`src/hw/rtl/weighted_share_selector_top_macros.svh`:
```
// ---------------------------------------------------------------------------
// weighted_share_selector_top_macros.svh
// Assertion macros shared by the weighted share selector modules.
// ---------------------------------------------------------------------------
`ifndef WEIGHTED_SHARE_SELECTOR_TOP_MACROS_SVH
`define WEIGHTED_SHARE_SELECTOR_TOP_MACROS_SVH

// Check that the consequent holds in the same cycle as the antecedent.
`define WSS_ASSERT_SAME(lbl, clk, rst_n, ante, cons, msg) \
    lbl: assert property (@(posedge clk) disable iff (!rst_n) (ante) |-> (cons)) \
        else $error(msg);

// Check that the consequent holds in the cycle after the antecedent.
`define WSS_ASSERT_NEXT(lbl, clk, rst_n, ante, cons, msg) \
    lbl: assert property (@(posedge clk) disable iff (!rst_n) (ante) |=> (cons)) \
        else $error(msg);

`endif

```
`src/hw/rtl/wss_pkg.sv`:
```
// ---------------------------------------------------------------------------
// wss_pkg
// Shared widths, codes and controller/datapath interface types for the
// weighted share selector.
// ---------------------------------------------------------------------------
`timescale 1ns / 1ps

package wss_pkg;

    // Default configuration of the share table
    localparam int DEF_NUM_BEHAVIORS = 16;
    localparam int DEF_INITIAL_SHARE = 100;
    localparam int DEF_SHARE_BITS    = 16;

    // Field widths of the transfer payloads
    localparam int KIND_W  = 1;
    localparam int WORD_W  = 32;
    localparam int INDEX_W = 4;
    localparam int CONS_W  = 16;
    localparam int DRAWN_W = 20;
    localparam int ENTRY_W = 16;
    localparam int TOTAL_W = 20;

    // Item kinds
    localparam logic [KIND_W-1:0] KIND_CHOOSE = 1'b0;
    localparam logic [KIND_W-1:0] KIND_ADJUST = 1'b1;

    // Commands from the controller to the datapath
    typedef struct packed {
        logic load;        // latch a new item and clear the working registers
        logic div_step;    // one restoring step of the modulo
        logic rd_scan;     // read the table entry under the scan pointer
        logic rd_adj;      // read the table entry to be adjusted
        logic scan_check;  // accumulate and compare the entry just read
        logic adj_write;   // write the clipped share and correct the total
        logic out_load;    // load the output register
    } t_wss_cmd;

    // Status from the datapath to the controller
    typedef struct packed {
        logic in_adjust;   // offered item is an adjust
        logic in_range;    // latched entry index lies inside the table
        logic div_last;    // current modulo step is the last one
        logic scan_hit;    // scan has found its entry
    } t_wss_sts;

endpackage

```
`src/hw/rtl/weighted_share_selector_top.sv`:
```
// ---------------------------------------------------------------------------
// weighted_share_selector_top
// Roulette wheel selection over a table of share counts with signed
// share adjustment and a running total.
// ---------------------------------------------------------------------------
// Usage:
//   Input channel (i_in_valid / o_in_stall) carries one item: kind 0 draws
//   a behavior from i_random_word, kind 1 adds i_consequence to the entry
//   i_entry_index. Output channel (o_out_valid / i_out_stall) returns one
//   result per item, in order.
//   One item is worked at a time. A choose runs a bit-serial modulo of
//   the random word against the running total, then reads and checks
//   each table entry visited by the scan (single-port table with
//   registered read) until the draw falls inside an entry or the last
//   entry is reached. An adjust reads the entry and writes it back, or
//   skips both when the index lies outside the table.
//   A finished result sits in the output register while the next item is
//   accepted and worked; the block waits before loading another result
//   only while that register is still stalled.
//   Reset (synchronous) sets every share to the initial share and the
//   total to the table size times it, with no clearing pass, and empties
//   the output register.
// ---------------------------------------------------------------------------
`timescale 1ns / 1ps

module weighted_share_selector_top
    import wss_pkg::*;
#(
    parameter int NUM_BEHAVIORS = DEF_NUM_BEHAVIORS,
    parameter int INITIAL_SHARE = DEF_INITIAL_SHARE,
    parameter int SHARE_BITS    = DEF_SHARE_BITS
) (
    input  logic                      i_clk,
    input  logic                      i_rst_n,
    input  logic                      i_in_valid,
    output logic                      o_in_stall,
    input  logic [KIND_W-1:0]         i_kind,
    input  logic [WORD_W-1:0]         i_random_word,
    input  logic [INDEX_W-1:0]        i_entry_index,
    input  logic signed [CONS_W-1:0]  i_consequence,
    output logic                      o_out_valid,
    input  logic                      i_out_stall,
    output logic [INDEX_W-1:0]        o_chosen_index,
    output logic [DRAWN_W-1:0]        o_drawn_share,
    output logic [ENTRY_W-1:0]        o_entry_shares,
    output logic [TOTAL_W-1:0]        o_total_shares,
    output logic                      o_saturated
);

    t_wss_cmd cmd;
    t_wss_sts sts;

    // Sequencer
    wss_ctrl u_ctrl (
        .i_clk       (i_clk),
        .i_rst_n     (i_rst_n),
        .i_in_valid  (i_in_valid),
        .o_in_stall  (o_in_stall),
        .o_out_valid (o_out_valid),
        .i_out_stall (i_out_stall),
        .i_sts       (sts),
        .o_cmd       (cmd)
    );

    // Table, total, modulo and scan
    wss_datapath #(
        .NUM_BEHAVIORS (NUM_BEHAVIORS),
        .INITIAL_SHARE (INITIAL_SHARE),
        .SHARE_BITS    (SHARE_BITS)
    ) u_datapath (
        .i_clk          (i_clk),
        .i_rst_n        (i_rst_n),
        .i_cmd          (cmd),
        .o_sts          (sts),
        .i_kind         (i_kind),
        .i_random_word  (i_random_word),
        .i_entry_index  (i_entry_index),
        .i_consequence  (i_consequence),
        .o_chosen_index (o_chosen_index),
        .o_drawn_share  (o_drawn_share),
        .o_entry_shares (o_entry_shares),
        .o_total_shares (o_total_shares),
        .o_saturated    (o_saturated)
    );

endmodule

```
`src/hw/rtl/wss_datapath.sv`:
```
// ---------------------------------------------------------------------------
// wss_datapath
// Share table, running total, serial modulo unit, cumulative scan and
// clipped adjust, with the output payload register.
// ---------------------------------------------------------------------------
`timescale 1ns / 1ps
`include "weighted_share_selector_top_macros.svh"

module wss_datapath
    import wss_pkg::*;
#(
    parameter int NUM_BEHAVIORS = DEF_NUM_BEHAVIORS,
    parameter int INITIAL_SHARE = DEF_INITIAL_SHARE,
    parameter int SHARE_BITS    = DEF_SHARE_BITS
) (
    input  logic                      i_clk,
    input  logic                      i_rst_n,
    input  t_wss_cmd                  i_cmd,
    output t_wss_sts                  o_sts,
    input  logic [KIND_W-1:0]         i_kind,
    input  logic [WORD_W-1:0]         i_random_word,
    input  logic [INDEX_W-1:0]        i_entry_index,
    input  logic signed [CONS_W-1:0]  i_consequence,
    output logic [INDEX_W-1:0]        o_chosen_index,
    output logic [DRAWN_W-1:0]        o_drawn_share,
    output logic [ENTRY_W-1:0]        o_entry_shares,
    output logic [TOTAL_W-1:0]        o_total_shares,
    output logic                      o_saturated
);

    localparam int SW     = SHARE_BITS;
    localparam int IDX_W  = $clog2(NUM_BEHAVIORS);
    localparam int TOT_W  = SW + IDX_W;
    localparam int ADJ_W  = ((SW > CONS_W) ? SW : CONS_W) + 2;
    localparam int CNT_W  = $clog2(WORD_W);
    localparam logic [63:0]       MAX64    = (64'd1 << SW) - 64'd1;
    localparam logic [SW-1:0]     SHARE_MAX = SW'(MAX64);
    localparam logic [SW-1:0]     INIT_SH  =
        (64'(INITIAL_SHARE) > MAX64) ? SHARE_MAX : SW'(INITIAL_SHARE);
    localparam logic [TOT_W-1:0]  INIT_TOT =
        TOT_W'(64'(NUM_BEHAVIORS) * 64'(INIT_SH));
    localparam logic [IDX_W-1:0]  LAST_IDX = IDX_W'(NUM_BEHAVIORS - 1);
    localparam logic [CNT_W-1:0]  LAST_CNT = CNT_W'(WORD_W - 1);

    // Latched item
    logic [KIND_W-1:0]        r_kind;
    logic [WORD_W-1:0]        r_word;
    logic [INDEX_W-1:0]       r_idx;
    logic signed [CONS_W-1:0] r_cons;

    // Working state
    logic [TOT_W-1:0]  r_total;
    logic [TOT_W-1:0]  r_rem;
    logic [CNT_W-1:0]  r_div_cnt;
    logic [IDX_W-1:0]  r_scan_idx;
    logic [TOT_W-1:0]  r_cum;
    logic [IDX_W-1:0]  r_pick;
    logic [SW-1:0]     r_entry;
    logic              r_sat;

    // Share table with per-entry valid bits
    logic [SW-1:0]            r_mem [NUM_BEHAVIORS];
    logic [NUM_BEHAVIORS-1:0] r_valid;
    logic [SW-1:0]            r_rd_data;

    logic [IDX_W-1:0]         rd_addr;
    logic [IDX_W-1:0]         adj_addr;
    logic [TOT_W:0]           shifted;
    logic                     rem_ge;
    logic [TOT_W-1:0]         n_rem;
    logic [TOT_W-1:0]         drawn;
    logic [TOT_W-1:0]         cum_next;
    logic signed [ADJ_W-1:0]  adj_sum;
    logic                     adj_floor;
    logic                     adj_ceil;
    logic [SW-1:0]            adj_new;
    logic [TOT_W:0]           tot_sum;

    assign adj_addr = IDX_W'(r_idx);
    assign rd_addr  = i_cmd.rd_adj ? adj_addr : r_scan_idx;

    // Restoring modulo step: shift in the next word bit, subtract if it fits
    assign shifted = {r_rem, r_word[WORD_W-1]};
    assign rem_ge  = (shifted >= {1'b0, r_total});
    assign n_rem   = rem_ge ? TOT_W'(shifted - {1'b0, r_total}) : TOT_W'(shifted);
    assign drawn   = (r_total == '0) ? '0 : r_rem;

    // Cumulative scan compare
    assign cum_next = r_cum + TOT_W'(r_rd_data);

    // Adjust: signed add, floor at one, ceiling at the share maximum
    assign adj_sum   = signed'(ADJ_W'(r_rd_data)) + ADJ_W'(r_cons);
    assign adj_floor = adj_sum[ADJ_W-1] || (adj_sum == '0);
    assign adj_ceil  = !adj_sum[ADJ_W-1] && (unsigned'(adj_sum) > ADJ_W'(SHARE_MAX));
    always_comb begin
        if (adj_floor) begin
            adj_new = SW'(1);
        end else if (adj_ceil) begin
            adj_new = SHARE_MAX;
        end else begin
            adj_new = SW'(adj_sum);
        end
    end
    assign tot_sum = (TOT_W + 1)'(r_total) + (TOT_W + 1)'(adj_new)
                   - (TOT_W + 1)'(r_rd_data);

    // Status back to the controller
    assign o_sts.in_adjust = (i_kind == KIND_ADJUST);
    assign o_sts.in_range  = (32'(r_idx) < 32'(NUM_BEHAVIORS));
    assign o_sts.div_last  = (r_div_cnt == LAST_CNT);
    assign o_sts.scan_hit  = (cum_next > drawn) || (r_scan_idx == LAST_IDX);

    // Latch the item and run the modulo
    always_ff @(posedge i_clk) begin
        if (i_cmd.load) begin
            r_kind    <= i_kind;
            r_word    <= i_random_word;
            r_idx     <= i_entry_index;
            r_cons    <= i_consequence;
            r_rem     <= '0;
            r_div_cnt <= '0;
        end else if (i_cmd.div_step) begin
            r_word    <= {r_word[WORD_W-2:0], 1'b0};
            r_rem     <= n_rem;
            r_div_cnt <= r_div_cnt + CNT_W'(1);
        end
    end

    // Scan pointer, cumulative sum and result registers
    always_ff @(posedge i_clk) begin
        if (i_cmd.load) begin
            r_scan_idx <= '0;
            r_cum      <= '0;
            r_pick     <= '0;
            r_entry    <= '0;
            r_sat      <= 1'b0;
        end else if (i_cmd.scan_check) begin
            r_cum <= cum_next;
            if (o_sts.scan_hit) begin
                r_pick  <= r_scan_idx;
                r_entry <= r_rd_data;
            end else begin
                r_scan_idx <= r_scan_idx + IDX_W'(1);
            end
        end else if (i_cmd.adj_write) begin
            r_entry <= adj_new;
            r_sat   <= adj_ceil;
        end
    end

    // Running total
    always_ff @(posedge i_clk) begin
        if (!i_rst_n) begin
            r_total <= INIT_TOT;
        end else if (i_cmd.adj_write) begin
            r_total <= TOT_W'(tot_sum);
        end
    end

    // Table valid bits: an entry not yet written reads as the initial share
    always_ff @(posedge i_clk) begin
        if (!i_rst_n) begin
            r_valid <= '0;
        end else if (i_cmd.adj_write) begin
            r_valid[adj_addr] <= 1'b1;
        end
    end

    // Table write port
    always_ff @(posedge i_clk) begin
        if (i_cmd.adj_write) begin
            r_mem[adj_addr] <= adj_new;
        end
    end

    // Table read port, registered
    always_ff @(posedge i_clk) begin
        if (i_cmd.rd_scan || i_cmd.rd_adj) begin
            r_rd_data <= r_valid[rd_addr] ? r_mem[rd_addr] : INIT_SH;
        end
    end

    // Output payload register
    always_ff @(posedge i_clk) begin
        if (i_cmd.out_load) begin
            if (r_kind == KIND_ADJUST) begin
                o_chosen_index <= r_idx;
                o_drawn_share  <= '0;
            end else begin
                o_chosen_index <= INDEX_W'(r_pick);
                o_drawn_share  <= DRAWN_W'(drawn);
            end
            o_entry_shares <= ENTRY_W'(r_entry);
            o_total_shares <= TOTAL_W'(r_total);
            o_saturated    <= r_sat;
        end
    end

    `WSS_ASSERT_SAME(a_total_floor, i_clk, i_rst_n, 1'b1, r_total >= TOT_W'(NUM_BEHAVIORS), "running total fell below one share per entry")
    `WSS_ASSERT_SAME(a_adj_nonzero, i_clk, i_rst_n, i_cmd.adj_write, adj_new != '0, "adjust would write a zero share")
    `WSS_ASSERT_SAME(a_rem_below_total, i_clk, i_rst_n, i_cmd.scan_check, (r_rem < r_total) || (r_total == '0), "modulo remainder not below the total")

endmodule

```
`src/hw/rtl/wss_ctrl.sv`:
```
// ---------------------------------------------------------------------------
// wss_ctrl
// Sequencer for the weighted share selector: handshakes, modulo steps,
// table scan, adjust and output register ownership.
// ---------------------------------------------------------------------------
`timescale 1ns / 1ps
`include "weighted_share_selector_top_macros.svh"

module wss_ctrl
    import wss_pkg::*;
(
    input  logic     i_clk,
    input  logic     i_rst_n,
    input  logic     i_in_valid,
    output logic     o_in_stall,
    output logic     o_out_valid,
    input  logic     i_out_stall,
    input  t_wss_sts i_sts,
    output t_wss_cmd o_cmd
);

    typedef enum logic [6:0] {
        S_IDLE     = 7'b0000001,
        S_DIV      = 7'b0000010,
        S_SCAN_RD  = 7'b0000100,
        S_SCAN_CHK = 7'b0001000,
        S_ADJ_RD   = 7'b0010000,
        S_ADJ_WR   = 7'b0100000,
        S_FIN      = 7'b1000000
    } t_state;

    t_state r_state;
    t_state n_state;
    logic   r_out_valid;
    logic   n_out_valid;
    logic   in_xfer;
    logic   out_free;

    assign o_in_stall  = !i_rst_n || (r_state != S_IDLE);
    assign in_xfer     = i_in_valid && !o_in_stall;
    assign out_free    = !r_out_valid || !i_out_stall;
    assign o_out_valid = r_out_valid;

    // Next state and commands
    always_comb begin
        n_state = r_state;
        o_cmd   = '0;
        case (r_state)
            S_IDLE: begin
                if (in_xfer) begin
                    o_cmd.load = 1'b1;
                    n_state    = i_sts.in_adjust ? S_ADJ_RD : S_DIV;
                end
            end
            S_DIV: begin
                o_cmd.div_step = 1'b1;
                if (i_sts.div_last) begin
                    n_state = S_SCAN_RD;
                end
            end
            S_SCAN_RD: begin
                o_cmd.rd_scan = 1'b1;
                n_state       = S_SCAN_CHK;
            end
            S_SCAN_CHK: begin
                o_cmd.scan_check = 1'b1;
                n_state          = i_sts.scan_hit ? S_FIN : S_SCAN_RD;
            end
            S_ADJ_RD: begin
                if (i_sts.in_range) begin
                    o_cmd.rd_adj = 1'b1;
                    n_state      = S_ADJ_WR;
                end else begin
                    n_state = S_FIN;
                end
            end
            S_ADJ_WR: begin
                o_cmd.adj_write = 1'b1;
                n_state         = S_FIN;
            end
            S_FIN: begin
                if (out_free) begin
                    o_cmd.out_load = 1'b1;
                    n_state        = S_IDLE;
                end
            end
            default: begin
                n_state = S_IDLE;
            end
        endcase
    end

    // Hold the result until the receiver takes the transfer
    always_comb begin
        if (o_cmd.out_load) begin
            n_out_valid = 1'b1;
        end else begin
            n_out_valid = r_out_valid && i_out_stall;
        end
    end

    always_ff @(posedge i_clk) begin
        if (!i_rst_n) begin
            r_state     <= S_IDLE;
            r_out_valid <= 1'b0;
        end else begin
            r_state     <= n_state;
            r_out_valid <= n_out_valid;
        end
    end

    `WSS_ASSERT_SAME(a_no_overwrite, i_clk, i_rst_n, o_cmd.out_load, !r_out_valid || !i_out_stall, "output register overwritten while stalled")
    `WSS_ASSERT_NEXT(a_accept_starts, i_clk, i_rst_n, in_xfer, (r_state == S_DIV) || (r_state == S_ADJ_RD), "accepted item did not start work")
    `WSS_ASSERT_SAME(a_check_after_read, i_clk, i_rst_n, r_state == S_SCAN_CHK, $past(r_state) == S_SCAN_RD, "scan compare without a preceding table read")

endmodule

```
`config.mk`:
```
export PLATFORM = sky130hd
export DESIGN_NAME = weighted_share_selector_top
export DESIGN_NICKNAME = d
export VERILOG_FILES = /design/src/hw/rtl/wss_pkg.sv /design/src/hw/rtl/weighted_share_selector_top.sv /design/src/hw/rtl/wss_datapath.sv /design/src/hw/rtl/wss_ctrl.sv
export VERILOG_INCLUDE_DIRS = /design/src /design/src/hw/rtl
export SDC_FILE = /design/constraint.sdc
export NUM_CORES = 1
export LEC_CHECK = 0
export BUFFER_PORTS_ARGS = -buffer_cell sky130_fd_sc_hd__buf_2
export CAP_MARGIN = 20
export CORE_UTILIZATION = 37
export DETAILED_ROUTE_END_ITERATION = 16
export PLACE_DENSITY_LB_ADDON = 0.08
export SLEW_MARGIN = 0
export SYNTH_ARGS = -nofsm -noshare
export SYNTH_HDL_FRONTEND = slang
export SYNTH_SLANG_ARGS = --single-unit
```
`constraint.sdc`:
```
create_clock -name i_clk -period 6.1 [get_ports i_clk]
set_clock_uncertainty 0.05 [all_clocks]
set_input_delay 1.22 -clock i_clk [delete_from_list [all_inputs] [get_ports i_clk]]
set_output_delay 1.22 -clock i_clk [all_outputs]
set_load 0.05 [all_outputs]
```
==> impl_metrics.env <==
export IMPL_net_count_synth=2337
export IMPL_yosys_cell_count_top_type="sky130_fd_sc_hd__nand2_1"
export IMPL_edff_count_synth=386
export IMPL_ys_top_cells_by_count="sky130_fd_sc_hd__nand2_1 (496), sky130_fd_sc_hd__edfxtp_1 (386), sky130_fd_sc_hd__dfxtp_1 (114)"
export IMPL_place_worst_setup_slack_ns=-0.2078
export IMPL_worstHoldPathType="register to register"
export IMPL_worstMarginPinSlew_ns=1.039
export IMPL_slew_viol_final=0
export IMPL_vdd_drop_max_mv=0.2693
export IMPL_core_rowCount=92
export IMPL_first_global_vias=16527
export IMPL_setup_repair_after_global_routing_missed_its_margin="true"
export IMPL_final_hold_viol_count=0
export IMPL_post_route_util_pct=44.33
export IMPL_synthesis_yosys_warnings=0
export IMPL_worstPathRequired_ns=6.54
export IMPL_post_route_setup_tns_ns=0
export IMPL_fmax_ghz=0.1692
export IMPL_grt_remaining_overflow=0
export IMPL_antenna_found_initial=1
export IMPL_topRoutingLayerUsed="met4"
export IMPL_highest_net_fanout_along_the_worst_path=7
export IMPL_critPathLaunch="u_datapath.r_rd_data[0]"
export IMPL_critPathSlowestCell="sky130_fd_sc_hd__or4b_4"
export IMPL_crit_path_start_kind="register"
export IMPL_cpLargestDelayFamily="compound AO/OA/AOI/OAI gates"
export IMPL_clkLatencyLatePin_ns=0.62
export IMPL_number_of_instances_in_the_synthesized_netlist=2163
export IMPL_synth_async_reset_ratio_pct=0
export IMPL_cts_tree="done"
export IMPL_number_of_h_tree_levels=2
export IMPL_critical_path_data_arrival_time_ns=6.35
export IMPL_track_usage_pct=20.66
export IMPL_first_iter_violations=1194
export IMPL_cts_root_buf="sky130_fd_sc_hd__clkbuf_16"
export IMPL_vias_per_cell=5.235
export IMPL_area_growth_syn_to_layout_pct=17.77
export IMPL_synth_largest_type_area_fraction_pct=48.56
export IMPL_cts_buffers_inserted=56
export IMPL_dr_pass1_iters=5
export IMPL_boundaryPins=120
export IMPL_drv_cap=0
export IMPL_yosys_register_bits=500
export IMPL_synth_sequential_area_ratio_pct=58.12
export IMPL_hold_start="u_datapath.r_entry[11]"
export IMPL_n_antenna_cell=0
export IMPL_cts_sink_count=500
export IMPL_layout_drive_gt1_share_pct=17.25
export IMPL_maximum_number_of_pins_on_one_net_before_global_route_repair=67
export IMPL_min_period_over_period_pct=96.88
export IMPL_design_die_area_um2=65540
export IMPL_remaining_drc_errors=0
export IMPL_syn_cell_area_um2=23870
export IMPL_die_h_um=256.0
export IMPL_detailed_place_area_um2=26070
export IMPL_netlist_cell_type_count=81
export IMPL_die_width_um=256.0
export IMPL_power_per_cell_area_nw_per_um2=353.1
export IMPL_port_buffers=119
export IMPL_clock_path_buffers=3
export IMPL_worstPathBufferInverterCount=4
export IMPL_met2RoutedLength_um=34190
export IMPL_detailroute_via_count=16934
export IMPL_gp_congestion=0.8988
export IMPL_layout_min_cycle_time_ns=5.910
export IMPL_final_hold_worst_slack_ns=0.3843
export IMPL_clock_pin_transition_on_the_worst_setup_and_hold_timing_paths_ns=0.06
export IMPL_finalSetupViolCount=0
export IMPL_synth_flop_cell="sky130_fd_sc_hd__edfxtp_1"
export IMPL_synth_top_area_cell="sky130_fd_sc_hd__edfxtp_1"
export IMPL_relSlewSlack_pct=30.58
export IMPL_wirelength_um=68940
export IMPL_timing_setup_critical_path_class="register to register"
export IMPL_core_um2=63430
export IMPL_met3RoutedLength_um=2448
export IMPL_leakage_nw=10.70
export IMPL_netlist_top_cells_area="sky130_fd_sc_hd__edfxtp_1 (49%), sky130_fd_sc_hd__dfxtp_1 (9.6%), sky130_fd_sc_hd__nand2_1 (7.8%), sky130_fd_sc_hd__ha_1 (5.1%), sky130_fd_sc_hd__a311oi_1 (2.3%)"
export IMPL_global_route_wire_length_before_repair_um=102900
export IMPL_worst_setup_path_end_kind="register"
export IMPL_final_nets=2515
export IMPL_most_frequent_cp_cell="sky130_fd_sc_hd__buf_4"
export IMPL_detail_route_wirelength_met1_um=30400
export IMPL_stdcell_area_um2=28110
export IMPL_timing_rr_start="u_datapath.r_rd_data[0]"
export IMPL_setup_ws_ns=0.1903
export IMPL_initial_utilization_pct=37.64
export IMPL_detailed_place_hpwl_um=45460
export IMPL_result_of_the_run="finished, final reports clean"
export IMPL_detail_route_wl_per_cell_um=21.31
export IMPL_post_synth_cell_area_avg_um2=11.04
export IMPL_cpPeakStageDelay_ns=0.51
export IMPL_drt_antenna_violating_nets=0
==> per-layer routing <==
| layer | up-vias | track usage (%) |
|---|---|---|
| met5 | - | 0 |
| met4 | 0 | 6.238 |
| met3 | 108 | 2.278 |
| met2 | 326 | 35.81 |
| met1 | 8303 | 27.05 |
| li1 | 8197 | - |
==> final timing paths <==
| check | end | slack (ns) | depth (start not counted) |
|---|---|---|---|
| worst min-delay path | u_datapath.o_entry_shares[11] | 0.38 | 0 |
| worst max-delay path | u_datapath.r_total[17] | 0.19 | 25 |
| worst min register to register | u_datapath.o_entry_shares[11] | 0.38 | 0 |
| worst max register to register | u_datapath.r_total[17] | 0.19 | 25 |
==> sequential cells by signal, indices dropped and copies added (netlist names), 4 cells and up <==
name and cells:
u_datapath.r_scan_idx 4, u_datapath.r_rem 20, u_datapath.o_drawn_share 20, u_ctrl.r_state 7, u_datapath.r_cum 20, u_datapath.r_word 32, u_datapath.r_div_cnt 5, u_datapath.r_entry 16
u_datapath.o_chosen_index 4, u_datapath.r_cons 16, u_datapath.o_entry_shares 16, u_datapath.r_valid 16, u_datapath.r_rd_data 16, u_datapath.o_total_shares 20, u_datapath.r_total 20, u_datapath.r_pick 4
u_datapath.r_mem 256, u_datapath.adj_addr 4
==> power breakdown <==
part           internal [mW]  switching (mW)  leakage [nW]  total [mW]
registers               4.00           0.116          4.45        4.11
clock network           1.91            1.42         0.892        3.33
logic                  0.983            1.50          5.36        2.49
total                   6.89            3.03          10.7        9.93
==> metrics by stage <==
step,std cells,power [mW]
after floorplan,2163,5.734
after global placement,3121,6.485
after detailed placement,3121,6.511
after CTS,3229,9.887
after global routing,3235,10.42
final,3235,9.928
==> cell families (layout without fill, tap and decap cells) <==
kind of cell / after synthesis / in the layout / synth area share (%)
XOR/XNOR: 69 / 69 / 2.532
adder cells (fa/ha/maj): 117 / 117 / 6.730
AND/OR/NAND/NOR: 863 / 863 / 16.43
flip-flops: 500 / 500 / 58.12
buffers and inverters: 192 / 418 / 3.171
multiplexers: 33 / 33 / 1.651
AO/OA/AOI/OAI: 389 / 389 / 11.37
==> cell usage in the layout (no fill, tap or decap), types with 10 or more instances in the layout <==
cell / synthesis / layout
sky130_fd_sc_hd__nor2b_1: 10 / 10
sky130_fd_sc_hd__and2_1: 36 / 35
sky130_fd_sc_hd__dfxtp_1: 114 / 114
sky130_fd_sc_hd__o21ai_0: 55 / 50
sky130_fd_sc_hd__o31ai_1: 13 / 12
sky130_fd_sc_hd__a21oi_1: 97 / 93
sky130_fd_sc_hd__nand2b_1: 11 / 11
sky130_fd_sc_hd__nand3_1: 91 / 90
sky130_fd_sc_hd__nor2_1: 79 / 67
sky130_fd_sc_hd__xor2_1: 32 / 32
sky130_fd_sc_hd__clkbuf_1: 79 / 12
sky130_fd_sc_hd__buf_4: 2 / 101
sky130_fd_sc_hd__edfxtp_1: 386 / 386
sky130_fd_sc_hd__a311oi_1: 62 / 62
sky130_fd_sc_hd__mux2i_1: 21 / 17
sky130_fd_sc_hd__a211oi_1: 12 / 11
sky130_fd_sc_hd__buf_2: 17 / 119
sky130_fd_sc_hd__and3_1: 45 / 45
sky130_fd_sc_hd__a21o_1: 18 / 17
sky130_fd_sc_hd__inv_1: 82 / 80
sky130_fd_sc_hd__nand2_1: 496 / 496
sky130_fd_sc_hd__nor3_1: 29 / 24
sky130_fd_sc_hd__clkinv_2: 0 / 15
sky130_fd_sc_hd__nand4_1: 12 / 12
sky130_fd_sc_hd__o21a_1: 26 / 26
sky130_fd_sc_hd__clkbuf_16: 0 / 57
sky130_fd_sc_hd__fa_1: 19 / 18
sky130_fd_sc_hd__xnor2_1: 37 / 36
sky130_fd_sc_hd__o21ai_1: 11 / 13
sky130_fd_sc_hd__o211ai_1: 12 / 12
sky130_fd_sc_hd__ha_1: 98 / 96
==> cell type report <==
class,instances,area (µm²)
Clock buffer,74,1540
Timing Repair Buffer,225,1461
Clock inverter,32,284.0
Inverter,87,327.8
Tap cell,846,1059
Sequential cell,500,13870
Fill cell,5991,35310
Multi-Input combinational cell,1471,9569
==> timing repair <==
| action | CTS | global route |
|---|---|---|
| pin swaps | 6 | 18 |
| setup buffers | 2 | 5 |
| hold buffers | 0 | 0 |
| gates resized for setup | 5 | 23 |
| endpoints found under the setup margin | 5 | 6 |
Power figures use the tool's default switching activity.
